--- config.mk ---
export PLATFORM = sky130hd
export DESIGN_NAME = kmst_parent_mem
export DESIGN_NICKNAME = d
export VERILOG_FILES = /design/src/hw/rtl/kmst_parent_mem.sv
export SDC_FILE = /design/constraint.sdc
export NUM_CORES = 1
export LEC_CHECK = 0
export BUFFER_PORTS_ARGS = -buffer_cell sky130_fd_sc_hd__buf_4
export CAP_MARGIN = 10
export CORE_MARGIN = 2
export CORE_UTILIZATION = 55
export DETAILED_ROUTE_END_ITERATION = 12
export PLACE_DENSITY = 0.68
export SYNTH_ARGS = -nofsm -noshare
export SYNTH_HDL_FRONTEND = slang
export SYNTH_SLANG_ARGS = --single-unit
--- constraint.sdc ---
create_clock -name clock -period 2.8 [get_ports clock]
set_input_delay 0.42 -clock clock [delete_from_list [all_inputs] [get_ports clock]]
set_output_delay 0.42 -clock clock [all_outputs]
set_load 0.05 [all_outputs]
--- src/hw/rtl/kmst_parent_mem.sv ---
// kmst_parent_mem: union-find parent table, one write and one registered read port.
// No dependencies; used by kruskal_mst_weight_core.
`timescale 1ns / 1ps

module kmst_parent_mem #(
   parameter int DEPTH = 64,
   parameter int VW    = 6
) (
   input  logic          clock,
   input  logic          wr_en,
   input  logic [VW-1:0] wr_addr,
   input  logic [VW-1:0] wr_data,
   input  logic [VW-1:0] rd_addr,
   output logic [VW-1:0] rd_data
);

   logic [VW-1:0] mem [DEPTH];

   always_ff @(posedge clock) begin
      if (wr_en) begin
         mem[wr_addr] <= wr_data;
      end
      rd_data <= mem[rd_addr];
   end

endmodule
==> results.yml <==
logic_synthesis:
  synth.area.top_cells: "edfxtp_1 (76%), mux4_2 (13%), nor2_1 (1.7%)"
  ys_seq_elements: 390
  syn-cell-area_um2: 15200
  synth-warning-count: 0
  yosysTopAreaCell: "edfxtp_1"
  yosysTopAreaCellShare: 0.757
  ys_types: 37
  ys_seq_area_frac: 0.765
  synth_flop_cell: "edfxtp_1"
  synth_edf_count: 384
  synth.avg_cell_area_um2: 21.1
  async_flop_share: 0
  syn_inst: 720
  syn-num-nets: 740
worst_setup_path:
  timing.rr.start: "mem[41][0]"
  required_ps: 3270
  cp-end-kind: "flip-flop"
  path_max_fanout: 39
  crit_chain: "buf_4 -> buf_4 -> or3b_2 -> o22a_1 -> o221ai_1 -> nor3_1 -> o22a_1"
  crit_start: "rd_addr[2]"
  crit_arrival_ps: 2450
  worstSetupPathType: "in2reg"
  critPathSlowestCell: "nor3_1"
  startpoint_type: "primary input"
  cp_slowest_stage_delay_ps: 470
route:
  antenna_left: 0
  route.detailed.drc: 0
  totalWireLength_um: 32500
  routedWlPerCell_um: 27.3
  avgViaCountPerCell: 6.27
  dr_total_vias: 7474
  drt_iter0_markers: 913
  dr.pass1.iters: 5
power_and_ir_drop:
  ir_drop_v: 0.000516
  cellPowerDensity_nw_per_um2: 706
  seq_power_share: 0.533
  leakage_nw: 5.45
  clockPowerShare: 0.414
  switching_power_mw: 2.52
  sw_frac_of_total: 0.207
  combPwrFrac: 0.053
  power_mw: 12.2
  p_int_mw: 9.65
global_route:
  grtUsageTotal: 0.236
  grt_remaining_overflow: 0
  grt_max_degree: 65
  grt_pass1_vias: 7811
  antenna_found_initial: 0
  grt_pass1_wl_um: 49000
place:
  port_buffers: 25
  dp_hpwl_um: 20200
  place_congestion: 0.805
  dp_slack_ps: 289
  placed_cells: 1120
  post_dp_cell_area_um2: 16000
die:
  coreArea_um2: 27100
  io_pins: 26
  rows: 60
  initial_core_util: 0.562
  die_y_um: 170
  die_area_um2: 29000
  dieWidth_um: 170
clocking:
  ctsHoldBuffers: 0
  cts-buffers-inserted: 40
  clk_pin_slew_ps: 60
  clock-sinks: 390
  cts_max_level: 2
  cts_buffer_depth: 3
  cts_setup_buffers: 0
  clock_latency_ps: 530
  root_buffer: "clkbuf_16"
  cts_tree: "built"
  cts_resized: 0
layout:
  fin_area_um2: 17200
  final_nets: 810
  area_growth_pct: 13.2
  final_common_cell: "edfxtp_1"
  utilization: 0.636
  drive_above_1_share: 0.274
  fin_cells: 1192
  antenna_cells: 0
  mostFrequentLayoutCells: "edfxtp_1 (384), mux4_2 (87), nor2_1 (67)"
sta:
  fin_crit_sh: 0.708
  finalMaxSlewViolations: 0
  rsz0062_at_grt: "false"
  timing.hold.ws_ps: 296
  timing.slew.headroom: 0.512
  finClkSkew_ps: 11.6
  worst_pin_slew_ps: 730
  fin_setup_tns_ps: 0
  setup_slack_ps: 817
  setup_viol: 0
  fmax_mhz: 504
  hold_viol_final: 0
  period_minus_slack_ps: 1980
worst_hold_path:
  hold_start: "rd_addr[5]"
  hold_class: "in2reg"
run_status:
  status: "complete, no violations"
run:
  cap_violations: 0
sequential cells by signal, indices dropped and copies added, names as in the netlist:
signal,count
rd_data,6
mem,384
final cells by class:
| type | instances | area [um^2] |
|---|---|---|
| tap | 372 | 465 |
| clock inverter | 26 | 204 |
| fill | 1769 | 9870 |
| clock buffer | 46 | 1040 |
| sequential | 390 | 11700 |
| multi-input combinational | 291 | 3320 |
| timing repair buffer | 67 | 544 |
path summary, 6_finish.rpt:
path,to,slack (ps),cells past startpoint
max,rd_data[1],820,7
min,rd_data[4],300,2
max reg2reg,rd_data[0],890,5
min reg2reg,rd_data[5],820,4
power by group through the flow:
stage	logic (mW)	registers, mW	clock network, mW
6_report	0.641	6.49	5.04
5_1_grt	0.685	6.49	5.34
4_1_cts	0.647	6.49	5.13
3_5_place_dp	0.646	6.61	0
3_3_place_gp	0.633	6.61	0
2_1_floorplan	0.349	6.64	0
logic make-up (layout without fill, tap and decap cells):
kind of cell | after synthesis | after routing | share of synthesized area
AND/OR/NAND/NOR | 120 | 120 | 0.0367
flip-flops | 390 | 390 | 0.765
buffers and inverters | 39 | 139 | 0.0165
AO/OA/AOI/OAI | 54 | 54 | 0.0260
multiplexers | 117 | 117 | 0.156
Yosys cell counts (6+ instances only):
cell type  count
edfxtp_1     384
mux4_2        87
nor2_1        67
clkbuf_1      16
mux2i_1       15
buf_2         13
o22ai_1       12
nand3_1       11
mux2_2         9
o221ai_1       9
nand2_1        8
nor2b_1        8
a211oi_1       6
a21oi_1        6
dfxtp_1        6
mux4_1         6
o21ai_1        6
o22a_1         6
critical path, delay by kind of cell:
family / cells / cell delay [ps]
buffers and inverters: 2 / 820
and+or+nand+nor: 2 / 680
AOI/OAI and AO/OA: 3 / 510
per-layer routing:
metal / global-route usage / vias to the layer above / share of wire
met4: 0.0855 / 0 / 0.031
li1: - / 3151 / -
met2: 0.370 / 334 / 0.48
met1: 0.332 / 3913 / 0.41
met5: 0 / - / 0
met3: 0.0498 / 76 / 0.077
Power figures use the tool's default switching activity.
